`config.mk`:
```
export PLATFORM = sky130hd
export DESIGN_NAME = nmea_gga_sentence_parser
export DESIGN_NICKNAME = d
export VERILOG_FILES = /design/src/rtl/nmea_gga_pkg.sv /design/src/rtl/nmea_gga_in_stage.sv /design/src/rtl/nmea_gga_core.sv /design/src/rtl/nmea_gga_out_stage.sv /design/src/rtl/nmea_gga_sentence_parser.sv
export SDC_FILE = /design/constraint.sdc
export NUM_CORES = 1
export LEC_CHECK = 0
export BUFFER_PORTS_ARGS = -buffer_cell sky130_fd_sc_hd__buf_4
export CORE_MARGIN = 3
export CORE_UTILIZATION = 42
export DETAILED_ROUTE_END_ITERATION = 8
export RECOVER_POWER = 50
export SYNTH_ARGS = -nofsm -noshare
export SYNTH_HDL_FRONTEND = slang
export SYNTH_SLANG_ARGS = --single-unit
```
`constraint.sdc`:
```
create_clock -name clk -period 2.7 [get_ports clk]
set_clock_uncertainty 0.15 [all_clocks]
set_input_delay 0.54 -clock clk [delete_from_list [all_inputs] [get_ports clk]]
set_output_delay 0.54 -clock clk [all_outputs]
set_load 0.005 [all_outputs]
```
`src/rtl/nmea_gga_pkg.sv`:
```
package nmea_gga_pkg;

    localparam int FIELD_CHARS_DEF = 15;

    localparam logic [7:0] CH_DOLLAR = 8'h24;
    localparam logic [7:0] CH_STAR   = 8'h2A;
    localparam logic [7:0] CH_COMMA  = 8'h2C;

    localparam logic KIND_CHAR    = 1'b0;
    localparam logic KIND_VERDICT = 1'b1;

    localparam logic [2:0] FID_TIME    = 3'd0;
    localparam logic [2:0] FID_LAT     = 3'd1;
    localparam logic [2:0] FID_LAT_DIR = 3'd2;
    localparam logic [2:0] FID_LON     = 3'd3;
    localparam logic [2:0] FID_LON_DIR = 3'd4;
    localparam logic [2:0] FID_ALT     = 3'd5;

    typedef struct packed {
        logic       kind;
        logic [2:0] field_id;
        logic [3:0] char_index;
        logic [7:0] char_value;
        logic       sentence_ok;
        logic [7:0] computed_sum;
    } result_t;

endpackage

```
`src/rtl/nmea_gga_in_stage.sv`:
```
module nmea_gga_in_stage
    import nmea_gga_pkg::*;
(
    input  logic       clk,
    input  logic       rst_n,
    input  logic       rx_valid,
    output logic       rx_stall,
    input  logic [7:0] rx_byte,
    input  logic       advance,
    output logic       item_valid,
    output logic [7:0] item_byte
);

    logic       valid_reg;
    logic       valid_next;
    logic [7:0] byte_reg;
    logic       load;

    assign rx_stall = valid_reg && !advance;
    assign load     = rx_valid && !rx_stall;

    always_comb
    begin
        valid_next = valid_reg;
        if (load)
        begin
            valid_next = 1'b1;
        end
        else if (advance)
        begin
            valid_next = 1'b0;
        end
    end

    always_ff @(posedge clk or negedge rst_n)
    begin
        if (!rst_n)
        begin
            valid_reg <= 1'b0;
        end
        else
        begin
            valid_reg <= valid_next;
        end
    end

    always_ff @(posedge clk)
    begin
        if (load)
        begin
            byte_reg <= rx_byte;
        end
    end

    assign item_valid = valid_reg;
    assign item_byte  = byte_reg;

endmodule

```
`src/rtl/nmea_gga_core.sv`:
```
module nmea_gga_core
    import nmea_gga_pkg::*;
#(
    parameter int FIELD_CHARS = FIELD_CHARS_DEF
)
(
    input  logic       clk,
    input  logic       rst_n,
    input  logic       item_valid,
    input  logic [7:0] item_byte,
    input  logic       advance,
    output logic       emit,
    output result_t    result
);

    typedef enum logic [1:0] {
        PH_IDLE,
        PH_BODY,
        PH_HEX1,
        PH_HEX2
    } phase_t;

    localparam logic [2:0] HDR_LEN  = 3'd5;
    localparam logic [3:0] FC_MAX   = 4'd15;
    localparam logic [4:0] CP_MAX   = 5'd31;
    localparam logic [4:0] CP_LIMIT = 5'(FIELD_CHARS);

    phase_t     phase_reg, phase_next;
    logic [2:0] header_pos_reg, header_pos_next;
    logic       header_good_reg, header_good_next;
    logic [7:0] running_xor_reg, running_xor_next;
    logic [3:0] field_count_reg, field_count_next;
    logic [4:0] char_pos_reg, char_pos_next;
    logic [3:0] sum_high_reg, sum_high_next;
    logic       high_valid_reg, high_valid_next;

    logic       fire;
    logic [4:0] hex;
    logic [7:0] xor_next_body;
    logic [2:0] fid;
    logic       fid_used;
    logic       single;

    function automatic logic [4:0] hex_value(input logic [7:0] c);
        logic [4:0] v;
        v = 5'd0;
        if (c >= 8'h30 && c <= 8'h39)
        begin
            v = {1'b1, 4'(c - 8'h30)};
        end
        else if (c >= 8'h41 && c <= 8'h46)
        begin
            v = {1'b1, 4'(c - 8'h37)};
        end
        else if (c >= 8'h61 && c <= 8'h66)
        begin
            v = {1'b1, 4'(c - 8'h57)};
        end
        return v;
    endfunction

    function automatic logic [7:0] hdr_char(input logic [2:0] pos);
        logic [7:0] c;
        case (pos)
            3'd0:    c = 8'h47;
            3'd1:    c = 8'h50;
            3'd2:    c = 8'h47;
            3'd3:    c = 8'h47;
            3'd4:    c = 8'h41;
            default: c = 8'h00;
        endcase
        return c;
    endfunction

    assign fire          = item_valid && advance;
    assign hex           = hex_value(item_byte);
    assign xor_next_body = running_xor_reg ^ item_byte;

    always_comb
    begin
        fid      = FID_TIME;
        fid_used = 1'b1;
        single   = 1'b0;
        case (field_count_reg)
            4'd1:    fid = FID_TIME;
            4'd2:    fid = FID_LAT;
            4'd3:
            begin
                fid    = FID_LAT_DIR;
                single = 1'b1;
            end
            4'd4:    fid = FID_LON;
            4'd5:
            begin
                fid    = FID_LON_DIR;
                single = 1'b1;
            end
            4'd9:    fid = FID_ALT;
            default: fid_used = 1'b0;
        endcase
    end

    always_comb
    begin
        phase_next       = phase_reg;
        header_pos_next  = header_pos_reg;
        header_good_next = header_good_reg;
        running_xor_next = running_xor_reg;
        field_count_next = field_count_reg;
        char_pos_next    = char_pos_reg;
        sum_high_next    = sum_high_reg;
        high_valid_next  = high_valid_reg;
        emit             = 1'b0;
        result           = '0;
        if (fire)
        begin
            if (item_byte == CH_DOLLAR)
            begin
                if (phase_reg != PH_IDLE)
                begin
                    emit                = 1'b1;
                    result.kind         = KIND_VERDICT;
                    result.computed_sum = running_xor_reg;
                end
                phase_next       = PH_BODY;
                header_pos_next  = '0;
                header_good_next = 1'b1;
                running_xor_next = '0;
                field_count_next = '0;
                char_pos_next    = '0;
                sum_high_next    = '0;
                high_valid_next  = 1'b0;
            end
            else
            begin
                case (phase_reg)
                    PH_BODY:
                    begin
                        if (item_byte == CH_STAR)
                        begin
                            if (header_pos_reg < HDR_LEN)
                            begin
                                header_good_next = 1'b0;
                            end
                            phase_next = PH_HEX1;
                        end
                        else
                        begin
                            running_xor_next = xor_next_body;
                            if (item_byte == CH_COMMA)
                            begin
                                if (header_pos_reg < HDR_LEN)
                                begin
                                    header_good_next = 1'b0;
                                    header_pos_next  = HDR_LEN;
                                end
                                if (field_count_reg < FC_MAX)
                                begin
                                    field_count_next = field_count_reg + 4'd1;
                                end
                                char_pos_next = '0;
                            end
                            else if (field_count_reg == 4'd0)
                            begin
                                if (header_pos_reg < HDR_LEN)
                                begin
                                    if (item_byte != hdr_char(header_pos_reg))
                                    begin
                                        header_good_next = 1'b0;
                                    end
                                    header_pos_next = header_pos_reg + 3'd1;
                                end
                                else
                                begin
                                    header_good_next = 1'b0;
                                end
                            end
                            else
                            begin
                                if (char_pos_reg < CP_MAX)
                                begin
                                    char_pos_next = char_pos_reg + 5'd1;
                                end
                                if (fid_used && (single ? (char_pos_reg == 5'd0)
                                                        : (char_pos_reg < CP_LIMIT)))
                                begin
                                    emit              = 1'b1;
                                    result.kind       = KIND_CHAR;
                                    result.field_id   = fid;
                                    result.char_index = char_pos_reg[3:0];
                                    result.char_value = item_byte;
                                end
                            end
                        end
                    end
                    PH_HEX1:
                    begin
                        high_valid_next = hex[4];
                        sum_high_next   = hex[3:0];
                        phase_next      = PH_HEX2;
                    end
                    PH_HEX2:
                    begin
                        emit                = 1'b1;
                        result.kind         = KIND_VERDICT;
                        result.computed_sum = running_xor_reg;
                        result.sentence_ok  = header_good_reg && (header_pos_reg == HDR_LEN)
                                              && high_valid_reg && hex[4]
                                              && ({sum_high_reg, hex[3:0]} == running_xor_reg);
                        phase_next          = PH_IDLE;
                    end
                    default:
                    begin
                        phase_next = phase_reg;
                    end
                endcase
            end
        end
    end

    always_ff @(posedge clk or negedge rst_n)
    begin
        if (!rst_n)
        begin
            phase_reg       <= PH_IDLE;
            header_pos_reg  <= '0;
            header_good_reg <= 1'b1;
            running_xor_reg <= '0;
            field_count_reg <= '0;
            char_pos_reg    <= '0;
            sum_high_reg    <= '0;
            high_valid_reg  <= 1'b0;
        end
        else
        begin
            phase_reg       <= phase_next;
            header_pos_reg  <= header_pos_next;
            header_good_reg <= header_good_next;
            running_xor_reg <= running_xor_next;
            field_count_reg <= field_count_next;
            char_pos_reg    <= char_pos_next;
            sum_high_reg    <= sum_high_next;
            high_valid_reg  <= high_valid_next;
        end
    end

endmodule

```
`src/rtl/nmea_gga_out_stage.sv`:
```
module nmea_gga_out_stage
    import nmea_gga_pkg::*;
(
    input  logic    clk,
    input  logic    rst_n,
    input  logic    emit,
    input  result_t result,
    output logic    advance,
    output logic    res_valid,
    input  logic    res_stall,
    output result_t res_data
);

    logic    valid_reg;
    logic    valid_next;
    result_t data_reg;

    assign advance = !valid_reg || !res_stall;

    always_comb
    begin
        valid_next = valid_reg;
        if (advance)
        begin
            valid_next = emit;
        end
    end

    always_ff @(posedge clk or negedge rst_n)
    begin
        if (!rst_n)
        begin
            valid_reg <= 1'b0;
        end
        else
        begin
            valid_reg <= valid_next;
        end
    end

    always_ff @(posedge clk)
    begin
        if (advance && emit)
        begin
            data_reg <= result;
        end
    end

    assign res_valid = valid_reg;
    assign res_data  = data_reg;

endmodule

```
`src/rtl/nmea_gga_sentence_parser.sv`:
```
// Path: an accepted byte is loaded into the input register and parsed by the core as it leaves
// it; any result is loaded into the result register and presented there until it is taken.
// Throughput: one byte per cycle while no result waits; while a result waits for res_stall
// to drop the parser holds, and rx_stall rises once the input register holds a byte.
// Reset: rst_n clears the valid flags and returns the parser to idle, waiting for a dollar.
module nmea_gga_sentence_parser
    import nmea_gga_pkg::*;
#(
    parameter int FIELD_CHARS = FIELD_CHARS_DEF
)
(
    input  logic       clk,
    input  logic       rst_n,
    input  logic       rx_valid,
    output logic       rx_stall,
    input  logic [7:0] rx_byte,
    output logic       res_valid,
    input  logic       res_stall,
    output logic       kind,
    output logic [2:0] field_id,
    output logic [3:0] char_index,
    output logic [7:0] char_value,
    output logic       sentence_ok,
    output logic [7:0] computed_sum
);

    logic       advance;
    logic       item_valid;
    logic [7:0] item_byte;
    logic       emit;
    result_t    result;
    result_t    res_data;

    nmea_gga_in_stage u_in_stage (
        .clk        (clk),
        .rst_n      (rst_n),
        .rx_valid   (rx_valid),
        .rx_stall   (rx_stall),
        .rx_byte    (rx_byte),
        .advance    (advance),
        .item_valid (item_valid),
        .item_byte  (item_byte)
    );

    nmea_gga_core #(
        .FIELD_CHARS (FIELD_CHARS)
    ) u_core (
        .clk        (clk),
        .rst_n      (rst_n),
        .item_valid (item_valid),
        .item_byte  (item_byte),
        .advance    (advance),
        .emit       (emit),
        .result     (result)
    );

    nmea_gga_out_stage u_out_stage (
        .clk       (clk),
        .rst_n     (rst_n),
        .emit      (emit),
        .result    (result),
        .advance   (advance),
        .res_valid (res_valid),
        .res_stall (res_stall),
        .res_data  (res_data)
    );

    assign kind         = res_data.kind;
    assign field_id     = res_data.field_id;
    assign char_index   = res_data.char_index;
    assign char_value   = res_data.char_value;
    assign sentence_ok  = res_data.sentence_ok;
    assign computed_sum = res_data.computed_sum;

endmodule
```
== Word level (Yosys, flattened, before mapping) ==
Cells that the tools add are included.
Widths: inputs -> output; s select.

* Output and inout port bits: 27
* Register bits after elaboration: 63
* Input bits: 12
* Word-level logic and storage cells: 174

* Mux-type cells: 70
* Reduce and logical (&&, ||, !) cells: 43
* Eq/ne operators: 23
* $lt $le $gt $ge: 10
* Bitwise gates (word level): 5
* Add/subtract/negate cells: 6

{| class="wikitable"
|+ Operator list
! operator !! count
|-
| $mux 8 || 13
|-
| $mux 5 || 9
|-
| $mux 16 || 2
|-
| $mux 15 || 2
|-
| $mux 4 || 7
|-
| $eq 8x6->1 const B || 3
|-
| $mux 1 || 23
|-
| $mux 3 || 7
|-
| $pmux 7 s3 || 1
|-
| $ge 8x7->1 const B || 2
|-
| $le 8x7->1 const B || 2
|-
| $pmux 3 s5 || 1
|-
| $reduce_and 5->1 || 3
|-
| $reduce_bool 2->1 || 7
|-
| $logic_and 1x1->1 || 12
|-
| $eq 4x2->1 const B || 2
|-
| $eq 4x3->1 const B || 2
|-
| $eq 8x8->1 || 1
|-
| $ge 8x6->1 const B || 1
|-
| $le 8x6->1 const B || 1
|-
| $ne 8x8->1 || 1
|-
| $reduce_bool 4->1 || 2
|-
| $sub 4x3->4 const B || 2
|-
| $xor 8x8->8 || 1
|-
| other kinds (35) || 50
|}

== Longest topological paths before layout ==
* Depth after elaboration: 18
* Gate-level depth with buffers: 10
* Mapped depth without buffers: 7

== Hierarchy ==
Synthesis repeated with hierarchy kept, for this count alone.

* Cell total of the unflattened synthesis: 328
* Area total of the unflattened synthesis: 3,528.4 um^2

{| class="wikitable"
|+ Modules (own cells, without submodules)
! module !! area an instance (um^2) !! cells each !! times used !! sequential area each (um^2)
|-
| nmea_gga_core || 2,432.3 || 286 || 1 || 701.9
|-
| nmea_gga_out_stage || 798.3 || 29 || 1 || 775.7
|-
| nmea_gga_in_stage || 297.8 || 13 || 1 || 265.3
|}

== Worst setup path after synthesis ==
Ideal clock, no wire load.

* Path kind: reg2reg
* Start: reg u_in_stage.byte_reg[0], in the netlist u_in_stage.item_byte[0]
* End: reg u_out_stage.data_reg (netlist bit u_out_stage.res_data[0]), enable pin
* Stages on the path, launching flop included: 9
* Setup time: 0.372 ns
* Period minus slack after synthesis: 2.912 ns
* Buffers on the path: 2
* Arrival time: 2.390 ns
* Required time: 2.178 ns
* Slack: -0.212 ns
* Path through: edfxtp_1 clkbuf_1 inv_1 ha_1 and3b_1 a211oi_1 buf_2 nor2b_1 a31o_2

* Longest elaborated chain between the ends: 7
* Elaborated cells on any way between the ends: 9
* Those cells by class: 3 x eq/ne; 5 x mux; 1 x reduce/logical

{| class="wikitable"
|+ RTL lines
! item !! RTL line !! RTL
|-
| start, declared || nmea_gga_in_stage.sv:16 || <nowiki>logic [7:0] byte_reg;</nowiki>
|-
| start signal, assigned || nmea_gga_in_stage.sv:51 || <nowiki>byte_reg <= rx_byte;</nowiki>
|-
| $eq 8x6->1 || nmea_gga_core.sv:150 || <nowiki>if (item_byte == CH_COMMA)</nowiki>
|-
| $mux 1 || nmea_gga_core.sv:150 ||
|-
| $mux 1 || nmea_gga_core.sv:139 || <nowiki>if (item_byte == CH_STAR)</nowiki>
|-
| $pmux 1 s2 || nmea_gga_core.sv:136 || <nowiki>case (phase_reg)</nowiki>
|-
| $mux 1 (*) || nmea_gga_core.sv:117 || <nowiki>if (item_byte == CH_DOLLAR)</nowiki>
|-
| $mux 1 (*) || nmea_gga_core.sv:115 || <nowiki>if (fire)</nowiki>
|-
| $logic_and 1x1->1 (*) || nmea_gga_out_stage.sv:43 || <nowiki>if (advance && emit)</nowiki>
|-
| end signal, assigned || nmea_gga_out_stage.sv:45 || <nowiki>data_reg <= result;</nowiki>
|-
| end, declared || nmea_gga_out_stage.sv:16 || <nowiki>result_t data_reg;</nowiki>
|}

Every way passes the cells marked *; elsewhere a longest branch is shown, timed or not.
A chain may end at the register's enable or synchronous reset.

== Final worst setup path ==
* Start: reg u_in_stage.byte_reg[0], in the netlist u_in_stage.item_byte[0]
* End: reg u_out_stage.data_reg (netlist bit u_out_stage.res_data[8]) (data pin)

* Longest elaborated chain between the ends: 7
* Elaborated cells on any way between the ends: 20
* Those cells by class: 3 x add/sub; 6 x order compare; 2 x eq/ne; 3 x mux; 6 x reduce/logical

{| class="wikitable"
|+ RTL lines
! item !! RTL line !! RTL
|-
| $ge 8x7->1 or $le 8x7->1 (tied branches) || nmea_gga_core.sv:55 || <nowiki>else if (c >= 8'h61 && c <= 8'h66)</nowiki>
|-
| $logic_and 1x1->1 || nmea_gga_core.sv:55 ||
|-
| $mux 5 || nmea_gga_core.sv:55 ||
|-
| $mux 5 || nmea_gga_core.sv:51 || <nowiki>else if (c >= 8'h41 && c <= 8'h46)</nowiki>
|-
| $mux 5 || nmea_gga_core.sv:47 || <nowiki>if (c >= 8'h30 && c <= 8'h39)</nowiki>
|-
| $eq 8x8->1 or $logic_and 1x1->1 (tied branches) || nmea_gga_core.sv:209, nmea_gga_core.sv:208 ||
|-
| $logic_and 1x1->1 || nmea_gga_core.sv:209 || <nowiki>&& ({sum_high_reg, hex[3:0]} == running_xor_reg);</nowiki>
|}

Several ways; a longest one is shown, not always the timed one.

==> results.cfg <==
[cells_and_area]
final_util_pct = 53.8
largest_reg_flops = 25
drive_gt1_share_pct = 21.9
nets = 428
stdcell_count = 508
n_fill_cell = 715
diodes = 0
area_growth_pct = 20.7

[timing]
maxSlewViolCount = 0
rsz0062_at_grt = false
hold_viol = 0
setup_violations = 0
setup_slack_ns = 0.155
fin_crit_sh_pct = 94.3
fin_crit_ns = 2.54
worst_slew_pin_slew_ns = 0.831
fmax_mhz = 393
slew_headroom_pct = 44.6
final.setup.tns_ns = 0

[power]
pwr-share-clk_pct = 28.6
totalPowerFinal_mw = 2.75
p_comb_share_pct = 23.9
seqPwrFrac_pct = 47.5
power_density_nw_per_um2 = 645
cellLeakagePower_nw = 1.78
ir_drop_mv = 0.328
swShare_pct = 30.9
p_switching_mw = 0.850
power.internal_mw = 1.90

[logic_synthesis]
synthDistinctLibCells = 65
synth_cells = 341
synth-xor-area-share_pct = 5.71
ys.flop_type = edfxtp_1
synthAdderAreaFrac_pct = 5.32
synthArstFlopShare_pct = 47.6
synth-seq-cells = 63
synth_simple_gate_area_share_pct = 23.0
yosysTopAreaCell = edfxtp_1
syn_nets = 368
synth-seq-area-share_pct = 49.4
synth_area_per_cell_um2 = 10.4
yosysWarnings = 0
synth_area_leaders = edfxtp_1 28%, dfrtp_1 21%, ha_1 5.3%, and2_1 4.6%, nand2_1 3.6%
synth_compound_area_share_pct = 11.2
synth.area.mux_share_pct = 2.38
synth_top_family_by_area = simple AND/OR/NAND/NOR gates
synth_area_um2 = 3530
synth_top_area_share_pct = 28.1
synth_edf_count = 33

[global_route]
gr-total-overflow = 0
grt_use_met2_pct = 27.9
globalRouteMet3Util_pct = 4.24
grt_pass1_vias = 2660
use_met1_pct = 24.2
gr-max-usage-layer = met2
grt_usage_pct = 17.9
grt_max_degree = 31
grt_antenna_before_repair = 0
grt_first_pass_wirelength_um = 13500

[hold_path]
holdPathEnd = u_in_stage.item_valid
worstHoldPathType = in -> reg
min_from = rx_valid
holdPathStages = 2

[critical_path]
cp-start-kind = register
worst-r2r-setup-slack_ns = 0.16
cp.arrival_ns = 2.55
r2r.worst_path.cells = 7
reg2reg_to = u_out_stage.res_data[8]
crit_path_cell_trace = inv_1 > ha_1 > or3b_2 > nand4_1 > mux2i_2 > o221ai_1 > nor4bb_1
cp_num_buf_inv = 1
path_max_fanout = 6
critPathMaxStageDelay_ns = 0.45
reg2reg_from = u_in_stage.item_byte[0]
setup.worst_path.class = reg -> reg
cp-end-kind = register
critPathSlowestCell = or3b_2
required_ns = 2.70
crit_family = simple AND/OR/NAND/NOR gates

[placement]
place_ws_ns = 0.187
gp_congestion = 0.934
hpwlAfterDp_um = 6070
dp_cells = 489
numPortBuffers = 38

[die]
design.die.area_um2 = 9540
start_util_pct = 44.5
coreArea_um2 = 7930
die_width_um = 97.7
io_pins = 39
std_cell_rows = 32
die_h_um = 97.7

[routing]
drtIter0Drc = 121
dr_total_vias = 2732
viasPerCell = 5.38
dr.pass1.iters = 5
drc_errors = 0
antenna_left = 0
routed_wl_um = 8070
routedWlPerCell_um = 15.9

[clock_network]
cts_tree = yes
clock_latency_ns = 0.35
root_buffer = clkbuf_8
cts.sink_count = 63
htreeDepth = 3
cts-buffers-inserted = 9
clkTransAtPathRegs_ns = 0.07
cts_buffer_depth = 2

[status]
status = completed

[job]
drv_cap = 0
## power groups by stage
stage,combinational [mW],sequential [mW],clock (mW)
finish,0.657,1.30,0.786
global route,0.739,1.33,0.854
CTS,0.659,1.30,0.807
detailed placement,0.655,1.32,0
global placement,0.646,1.32,0
floorplan,0.460,1.28,0
## how the worst max path moves through the flow
stage | startpoint | to | slack (ns) | cells past startpoint
final | u_in_stage.item_byte[0] | u_out_stage.res_data[8] | 0.16 | 7
after global routing | u_in_stage.item_byte[0] | u_out_stage.res_data[8] | 0.0008 | 8
after floorplan | u_in_stage.item_byte[0] | u_out_stage.res_data[0] | 0.07 | 8
after detailed placement | u_in_stage.item_byte[0] | u_out_stage.res_data[8] | 0.19 | 7
after CTS | u_in_stage.item_byte[0] | u_out_stage.res_data[8] | 0.17 | 7
after global placement | u_in_stage.item_byte[0] | u_out_stage.res_data[8] | 0.26 | 7
## cells by family (layout without fill, tap and decap cells)
family | after synthesis | count (layout)
buffers and inverters | 27 | 92
muxes | 8 | 8
DFF | 63 | 63
AOI/OAI and AO/OA | 60 | 60
and+or+nand+nor | 145 | 145
xor gates and xnor gates | 23 | 23
adders and majority gates | 15 | 15
## through the flow
stage	area [µm²]	hold WS [ns]
global route	4260	0.223
floorplan	3540	0.0944
CTS	4260	0.208
detailed placement	4060	0.324
finish	4260	0.240
global placement	4060	0.316
## cell usage in the layout (no fill, tap or decap), types with 5 or more instances in the layout
| cell | instances |
|---|---|
| xnor2_1 | 11 |
| dfrtp_1 | 29 |
| nor2_1 | 26 |
| ha_1 | 15 |
| edfxtp_1 | 33 |
| and2_1 | 25 |
| a21oi_1 | 14 |
| clkbuf_4 | 33 |
| xor2_1 | 12 |
| nand3_1 | 9 |
| o21ai_0 | 13 |
| clkbuf_8 | 9 |
| buf_4 | 25 |
| nand2_1 | 34 |
| inv_1 | 13 |
| nor2b_1 | 6 |
| nand2b_1 | 5 |
## cells in the mapped netlist (all sizes together), types with 2 or more instances
cell type and n:
nand2 34, edfxtp 33, dfrtp 29, and2 26, nor2 26, o21ai 17, ha 15, a21oi 14
inv 13, xor2 12, xnor2 11, nand3 9, clkbuf 8, buf 6, nor2b 6, mux2i 5
nand2b 5, and3 4, nor3 4, nor3b 4, a211oi 3, mux2 3, nand3b 3, nand4 3
nor4 3, o211ai 3, o22ai 3, or2 3, or3 3, or4b 3, a21o 2, and4 2
nand4b 2, nor4b 2, o21bai 2
## metal layers
layer  vias to the layer above  wire [µm]
li1                       1330          -
met4                         0        136
met3                        11        531
met1                      1299       3660
met5                         -          0
met2                        92       3740
## final cells by class
| cell class | count | area, µm² | area share [%] |
|---|---|---|---|
| flip-flops and latches | 63 | 1740 | 40.9 |
| multi-input cells | 251 | 1690 | 39.7 |
| repair buffers | 63 | 462 | 10.8 |
| clock buffers | 10 | 128 | 2.99 |
| well taps | 102 | 128 | 2.99 |
| clock inverters | 6 | 61.3 | 1.44 |
| inverters | 13 | 48.8 | 1.15 |
## repair_timing
item                                    in CTS  in global routing
hold buffers                                 1                  0
setup buffers                                0                  2
gates resized for setup                      0                  1
endpoints found under the setup margin       0                  1
endpoints found under the hold margin       28                  0
## worst reg2reg max path, cell delays in order, from the launching register on
cell and delay [ns]:
edfxtp_1 0.44, inv_1 0.11, ha_1 0.26, or3b_2 0.45
nand4_1 0.22, mux2i_2 0.28, o221ai_1 0.15, nor4bb_1 0.30
(Power assumes the default switching activity.)
